[src/rtl/core/nps_pkg.sv]
// ----------------------------------------------------------------------------
// nps_pkg: shared types and constants for the nine-patch sample blend block
// holds register indexes, widths and the byte-scaling helper
// ----------------------------------------------------------------------------
`default_nettype none

package nps_pkg;

  localparam int unsigned MaxSourceTexels = 65536;
  localparam int unsigned AddrBits        = $clog2(MaxSourceTexels);
  localparam int unsigned CoordBits       = 12;
  localparam int unsigned DimBits         = 13;
  localparam int unsigned CfgDataBits     = 32;
  localparam int unsigned CfgIdxBits      = 3;
  localparam int unsigned DivSteps        = 13;

  typedef enum logic [CfgIdxBits-1:0] {
    RegDestWidth    = 3'd0,
    RegDestHeight   = 3'd1,
    RegSourceWidth  = 3'd2,
    RegSourceHeight = 3'd3,
    RegLayerAlpha   = 3'd4,
    RegNineEnable   = 3'd5,
    RegBandX        = 3'd6,
    RegBandY        = 3'd7
  } cfg_reg_e;

  typedef enum logic {
    ModeLoad      = 1'b0,
    ModeComposite = 1'b1
  } mode_e;

  // (x + 127) / 255 for x <= 255 * 255, exact via multiply by reciprocal
  function automatic logic [7:0] div255(input logic [16:0] x);
    logic [17:0] t;
    logic [35:0] m;
    t = {1'b0, x} + 18'd127;
    m = t * 18'd257 + 36'd257;
    return m[23:16];
  endfunction

endpackage

`default_nettype wire

[src/rtl/core/nps_axis_div.sv]
// ----------------------------------------------------------------------------
// nps_axis_div: pipelined restoring divider for one axis map
// one quotient bit per stage, carries a side payload along
// ----------------------------------------------------------------------------
`default_nettype none

module nps_axis_div (
  input  wire logic                         clk_i,
  input  wire logic                         en_i,
  input  wire logic [24:0]                  num_i,
  input  wire logic [nps_pkg::DimBits-1:0]  den_i,
  input  wire logic [nps_pkg::DimBits-1:0]  base_i,
  input  wire logic                         bypass_i,
  output logic      [nps_pkg::DimBits-1:0]  res_o
);
  import nps_pkg::*;

  localparam int unsigned NumBits = 25;

  logic [NumBits-1:0] rem_q [DivSteps+1];
  logic [NumBits-1:0] quo_q [DivSteps+1];
  logic [DimBits-1:0] den_q [DivSteps+1];
  logic [DimBits-1:0] base_q [DivSteps+1];
  logic               byp_q [DivSteps+1];

  always_comb begin
    rem_q[0]  = num_i;
    quo_q[0]  = '0;
    den_q[0]  = den_i;
    base_q[0] = base_i;
    byp_q[0]  = bypass_i;
  end

  // quotient fits in 13 bits since num < den * 2^13 whenever used
  for (genvar s = 0; s < DivSteps; s++) begin : g_step
    localparam int unsigned Sh = DivSteps - 1 - s;
    logic [NumBits+DimBits-1:0] dsh;
    logic                        ge;
    assign dsh = {{NumBits{1'b0}}, den_q[s]} << Sh;
    assign ge  = {{DimBits{1'b0}}, rem_q[s]} >= dsh;
    always_ff @(posedge clk_i) begin
      if (en_i) begin
        rem_q[s+1]  <= ge ? rem_q[s] - dsh[NumBits-1:0] : rem_q[s];
        quo_q[s+1]  <= {quo_q[s][NumBits-2:0], ge};
        den_q[s+1]  <= den_q[s];
        base_q[s+1] <= base_q[s];
        byp_q[s+1]  <= byp_q[s];
      end
    end
  end

  assign res_o = byp_q[DivSteps] ? base_q[DivSteps]
                                 : base_q[DivSteps] + quo_q[DivSteps][DimBits-1:0];

endmodule

`default_nettype wire

[config.mk]
export PLATFORM = sky130hd
export DESIGN_NAME = nps_axis_div
export DESIGN_NICKNAME = d
export VERILOG_FILES = /design/src/rtl/core/nps_pkg.sv /design/src/rtl/core/nps_axis_div.sv
export SDC_FILE = /design/constraint.sdc
export NUM_CORES = 1
export LEC_CHECK = 0
export BUFFER_PORTS_ARGS = -buffer_cell sky130_fd_sc_hd__clkbuf_2
export CORE_ASPECT_RATIO = 0.7
export CORE_MARGIN = 3
export CORE_UTILIZATION = 54
export DETAILED_ROUTE_END_ITERATION = 10
export GPL_ROUTABILITY_DRIVEN = 0
export GPL_TIMING_DRIVEN = 0
export PLACE_DENSITY = 0.73
export SLEW_MARGIN = 20
export SYNTH_ARGS = -nofsm -noshare
export SYNTH_HDL_FRONTEND = slang
export SYNTH_SLANG_ARGS = --single-unit
export TNS_END_PERCENT = 20
[constraint.sdc]
create_clock -name clk_i -period 4.28 [get_ports clk_i]
set_input_delay 0.642 -clock clk_i [delete_from_list [all_inputs] [get_ports clk_i]]
set_output_delay 0.642 -clock clk_i [all_outputs]
set_load 0.01 [all_outputs]
==> Word-level counts from Yosys, hierarchy flattened <==
Cells that the tools add are included.
{ "totals": {"register_bits": 729, "input_bits": 54, "word_cells": 102} }
{ "classes": {"add_sub_neg": 13, "order_cmp": 13, "mux": 13} }
{ "op_table": {"columns": ["operator", "count"], "rows": [
  ["$mux W25", 12],
  ["$ge A25 B13 Y1", 1],
  ["$ge A25 B14 Y1", 1],
  ["$ge A25 B15 Y1", 1],
  ["$ge A25 B16 Y1", 1],
  ["$ge A25 B17 Y1", 1],
  ["$ge A25 B18 Y1", 1],
  ["$ge A25 B19 Y1", 1],
  ["$ge A25 B20 Y1", 1],
  ["$ge A25 B21 Y1", 1],
  ["$ge A25 B22 Y1", 1],
  ["$ge A25 B23 Y1", 1],
  ["$ge A25 B24 Y1", 1],
  ["$ge A25 B25 Y1", 1],
  ["$sub A25 B14 Y25", 1],
  ["$sub A25 B15 Y25", 1],
  ["$sub A25 B16 Y25", 1],
  ["$sub A25 B17 Y25", 1],
  ["$sub A25 B18 Y25", 1],
  ["$sub A25 B19 Y25", 1],
  ["$sub A25 B20 Y25", 1],
  ["$sub A25 B21 Y25", 1],
  ["$sub A25 B22 Y25", 1],
  ["$sub A25 B23 Y25", 1],
  ["4 further kinds", 4]
]} }

==> Depth between registers and ports, before layout <==
{ "logic_depth": {"depth_word": 2, "depth_mapped": 14} }

==> Least setup slack after synthesis <==
No wires, ideal clock.
{ "synth_path": {"path_type": "register to output", "start": "register base_q[0] (netlist name)", "end": "output port res_o[12] (netlist name)", "t_arrival_ns": 2.366, "t_required_ns": 3.638, "slack_ns": 1.272, "path_stages_with_launch": 11, "path_buffers": 0, "cell_sequence": "edfxtp_1 -> ha_1 -> fa_1 -> a211oi_1 -> nor2_1 -> o21ai_0 -> o21ai_0 -> o41ai_1 -> xor2_1 -> nor2_1 -> xor2_1"} }
{ "synth_via": {"elab_chain_cells": 2} }
{ "synth_rtl": {"columns": ["item", "line", "text"], "rows": [
  ["start, declared", "nps_axis_div.sv:23", "logic [DimBits-1:0] base_q [DivSteps+1];"],
  ["start signal, assigned by index", "nps_axis_div.sv:46", "base_q[s+1] <= base_q[s];"],
  ["$add A13 B13 Y13", "nps_axis_div.sv:53", ": base_q[DivSteps] + quo_q[DivSteps][DimBits-1:0];"],
  ["$mux W13", "nps_axis_div.sv:52", "assign res_o = byp_q[DivSteps] ? base_q[DivSteps]"],
  ["end, declared", "nps_axis_div.sv:14", "output logic [nps_pkg::DimBits-1:0] res_o"]
]} }
No other way between the ends.

==> Final worst setup path <==
{ "layout_path": {"start": "register quo_q[0] (netlist name)", "end": "output port res_o[12] (netlist name)"} }
{ "layout_via": {"elab_chain_cells": 2} }
{ "layout_rtl": {"columns": ["item", "line", "text"], "rows": [
  ["start, declared", "nps_axis_div.sv:21", "logic [NumBits-1:0] quo_q [DivSteps+1];"],
  ["start signal, assigned by index", "nps_axis_div.sv:44", "quo_q[s+1] <= {quo_q[s][NumBits-2:0], ge};"],
  ["$add A13 B13 Y13", "nps_axis_div.sv:53", null],
  ["$mux W13", "nps_axis_div.sv:52", null]
]} }
No other way between the ends.

==> flow_summary.toml <==
[status]
status = "complete, no violations"

[placed_design]
dpl_cell_area_um2 = 35300
port_buffers = 66
dp_hpwl_um = 50300
place_worst_setup_slack_ns = 0.240

[logic_synthesis]
syn_inst = 2504
yosysSeqAreaShare_pct = 65.0
synthFlopType = "edfxtp_1"
syn_area_per_cell_um2 = 13.5
yosysWarnings = 0
ys_ff_latch = 729
syn-cell-area_um2 = 33700
synthArstFlopShare_pct = 0
ys_types = 80
synth-edff-count = 729
synth_nets = 2752

[power]
switching_share_pct = 31.0
clkPwrFrac_pct = 27.2
p_seq_share_pct = 45.4
internal_power_mw = 15.5
pwr_density_cell_nw_per_um2 = 599
ir_worst_vdd_uv = 390
p_leak_nw = 14.3
p_comb_share_pct = 27.4
p_sw_mw = 6.97

[sta]
rsz0062_at_grt = "false"
fmax_mhz = 244
finalCriticalPeriod_ns = 4.10
drv_slew = 0
hold_viol = 0
relSlewSlack_pct = 17.6
skew_ns = 0.0247
tightest_slew_ns = 1.22
fin_crit_sh_pct = 95.9
finalSetupViolCount = 0
fin_ws_ns = 0.177

[global_route]
grt_max_degree = 100
antenna_found_initial = 2
grt.total_usage_pct = 21.0
first_global_vias = 19700
grt_first_pass_wirelength_um = 109000
grt.overflow.total = 0

[clock_network]
clkSinkCount = 729
h-tree-depth = 3
cts-root-buf = "clkbuf_16"
cts_buffers = 71
path_clk_slew_ns = 0.06
clockBufferDepth = 3
cts_tree = "yes"
clkLatencyLatePin_ns = 0.61
cts_hold_buf = 0

[routing]
wl_per_cell_um = 19.5
drt_iter0_markers = 2322
drtPass1Iterations = 6
ant_nets = 0
drt-total-wl_um = 68600
drc = 0
viasPerCell = 5.87
via_count = 20600

[finish]
diodes = 0
syn_to_final_growth_pct = 11.4
drive_gt1_share_pct = 10.0
nets = 2899
final_area_um2 = 37600
fill_cells = 4522
final_util_pct = 61.8

[setup_path]
cp_top_family = "compound AO/OA/AOI/OAI gates"
slowest_stage = "fa_1"
critical_path.cell_chain = "ha_1, fa_1, a211oi_2, nor2_1, o21ai_1, o21ai_0, o41ai_2, xor2_1, nor2_1, xor2_1, clkbuf_2"
critPathMaxFanout = 3
cp_num_buf_inv = 1
cp-end-kind = "primary output"
crit_required_ns = 3.64
path_class = "reg2out"
arrival_ns = 3.46
slowest_delay_ns = 0.49
start_kind = "flip-flop"

[die]
die_h_um = 215
start_util_pct = 55.4
io_pins = 67
die_area_um2 = 65500
die_x_um = 305
core_area_um2 = 60800
fp-row-count = 75

[min_path]
hold_class = "in2reg"

[job]
maxCapViolCount = 0
## final timing paths
check             start    endpoint  slack (ns)  cells past startpoint
min            bypass_i   byp_q[12]        0.21                      1
min reg2reg   quo_q[58]   quo_q[34]        0.41                      0
max            quo_q[0]   res_o[12]        0.18                     11
max reg2reg  rem_q[291]  rem_q[272]        0.41                      7
## worst register-to-register path, delay by kind of cell, from the launching register on
kind	cells	cell delay (ns)
flip-flops	1	0.39
AO/OA/AOI/OAI	3	0.79
AND/OR/NAND/NOR	2	1.20
adder cells (fa/ha/maj)	1	0.50
buffers and inverters	1	0.70
## flip-flops by register name, indices dropped and copies added, names as in the netlist
register	count
den_q	156
rem_q	300
base_q	169
byp_q	13
quo_q	91
## cells in the mapped netlist, types with 9 or more instances
cell type | n | area (µm²)
nand2b_1 | 31 | 194
o21ai_0 | 158 | 791
a211oi_1 | 11 | 82.6
o31ai_1 | 14 | 105
a31oi_1 | 12 | 75.1
fa_1 | 13 | 260
a21boi_0 | 10 | 75.1
o21bai_1 | 14 | 105
a21oi_1 | 143 | 716
or4_1 | 16 | 120
inv_1 | 218 | 818
nor2_1 | 134 | 503
edfxtp_1 | 729 | 21900
ha_1 | 181 | 2260
o211ai_1 | 10 | 75.1
or3_1 | 12 | 75.1
nand3_1 | 31 | 155
nor3_1 | 46 | 230
buf_2 | 15 | 75.1
o21a_1 | 22 | 165
a211o_1 | 9 | 78.8
xnor2_1 | 82 | 718
xor2_1 | 99 | 867
nand4_1 | 22 | 138
a21o_1 | 60 | 450
nor2b_1 | 23 | 144
clkbuf_1 | 13 | 48.8
nand2_1 | 175 | 657
mux2_2 | 42 | 473
nor4b_1 | 11 | 96.3
nor4_1 | 27 | 169
## routing by layer
| metal | wire length (µm) | global-route usage (%) |
|---|---|---|
| met5 | 0 | 0 |
| met4 | 930 | 4.57 |
| met3 | 7170 | 5.29 |
| met2 | 27100 | 27.9 |
| met1 | 33300 | 34.3 |
## logic make-up after synthesis
| kind of cell | after synthesis | share of synthesized area, % |
|---|---|---|
| AOI/OAI and AO/OA | 522 | 9.67 |
| buffers and inverters | 252 | 2.92 |
| muxes | 48 | 1.58 |
| adders and majority gates | 194 | 7.49 |
| DFF | 729 | 65.0 |
| and+or+nand+nor | 578 | 8.67 |
| xor gates and xnor gates | 181 | 4.70 |
## cell type report
type	count	area, µm²	area share [%]
Multi-Input combinational cell	1523	10800	28.9
Inverter	219	822	2.19
Sequential cell	729	21900	58.3
Clock buffer	83	1840	4.91
Timing Repair Buffer	74	559	1.49
Buffer	33	161	0.430
Tap cell	808	1010	2.69
Clock inverter	46	419	1.12
## cell usage in the layout (no fill, tap or decap), types with 9 or more instances in the layout
cell | synthesis | layout
nand2_1 | 175 | 175
a21oi_1 | 143 | 143
nor3_1 | 46 | 46
nand2b_1 | 31 | 31
o31ai_1 | 14 | 14
or3_1 | 12 | 12
nor2b_1 | 23 | 23
a21boi_0 | 10 | 10
nor4b_1 | 11 | 10
clkbuf_16 | 0 | 72
buf_2 | 15 | 15
o211ai_1 | 10 | 10
clkbuf_1 | 13 | 24
xor2_1 | 99 | 99
xnor2_1 | 82 | 82
o21a_1 | 22 | 22
ha_1 | 181 | 181
a211oi_1 | 11 | 10
fa_1 | 13 | 13
clkbuf_2 | 0 | 65
edfxtp_1 | 729 | 729
mux2_2 | 42 | 42
clkinv_2 | 0 | 12
o21bai_1 | 14 | 14
nand4_1 | 22 | 22
a211o_1 | 9 | 9
a21o_1 | 60 | 60
inv_1 | 218 | 218
nand3_1 | 31 | 31
nor4_1 | 27 | 26
or4_1 | 16 | 16
clkinv_1 | 0 | 20
nor2_1 | 134 | 134
a31oi_1 | 12 | 12
o21ai_0 | 158 | 157
## power groups by stage
stage	combinational [mW]	clock (mW)	sequential, mW
after global routing	6.82	6.54	10.3
after floorplan	4.50	0	10.1
after CTS	6.05	6.27	10.2
after global placement	5.67	0	10.5
final	6.17	6.12	10.2
after detailed placement	5.98	0	10.3
## through the flow
stage / cells / total power [mW] / hold WS [ns] / setup TNS (ns)
after floorplan: 2504 / 14.6 / 0.400 / 0
after global placement: 3378 / 16.2 / 0.400 / -6812.26
after detailed placement: 3386 / 16.3 / 0.405 / 0
after CTS: 3515 / 22.5 / 0.163 / 0
after global routing: 3515 / 23.7 / 0.175 / 0
final: 3515 / 22.5 / 0.207 / 0
## what timing repair did
action                                 in CTS  in global routing
setup endpoints to repair                   1                  1
buffers inserted                            0                  0
endpoints found under the hold margin       0                  0
gates resized for setup                     1                  2
Note: power is estimated with default switching activity, not from simulation.
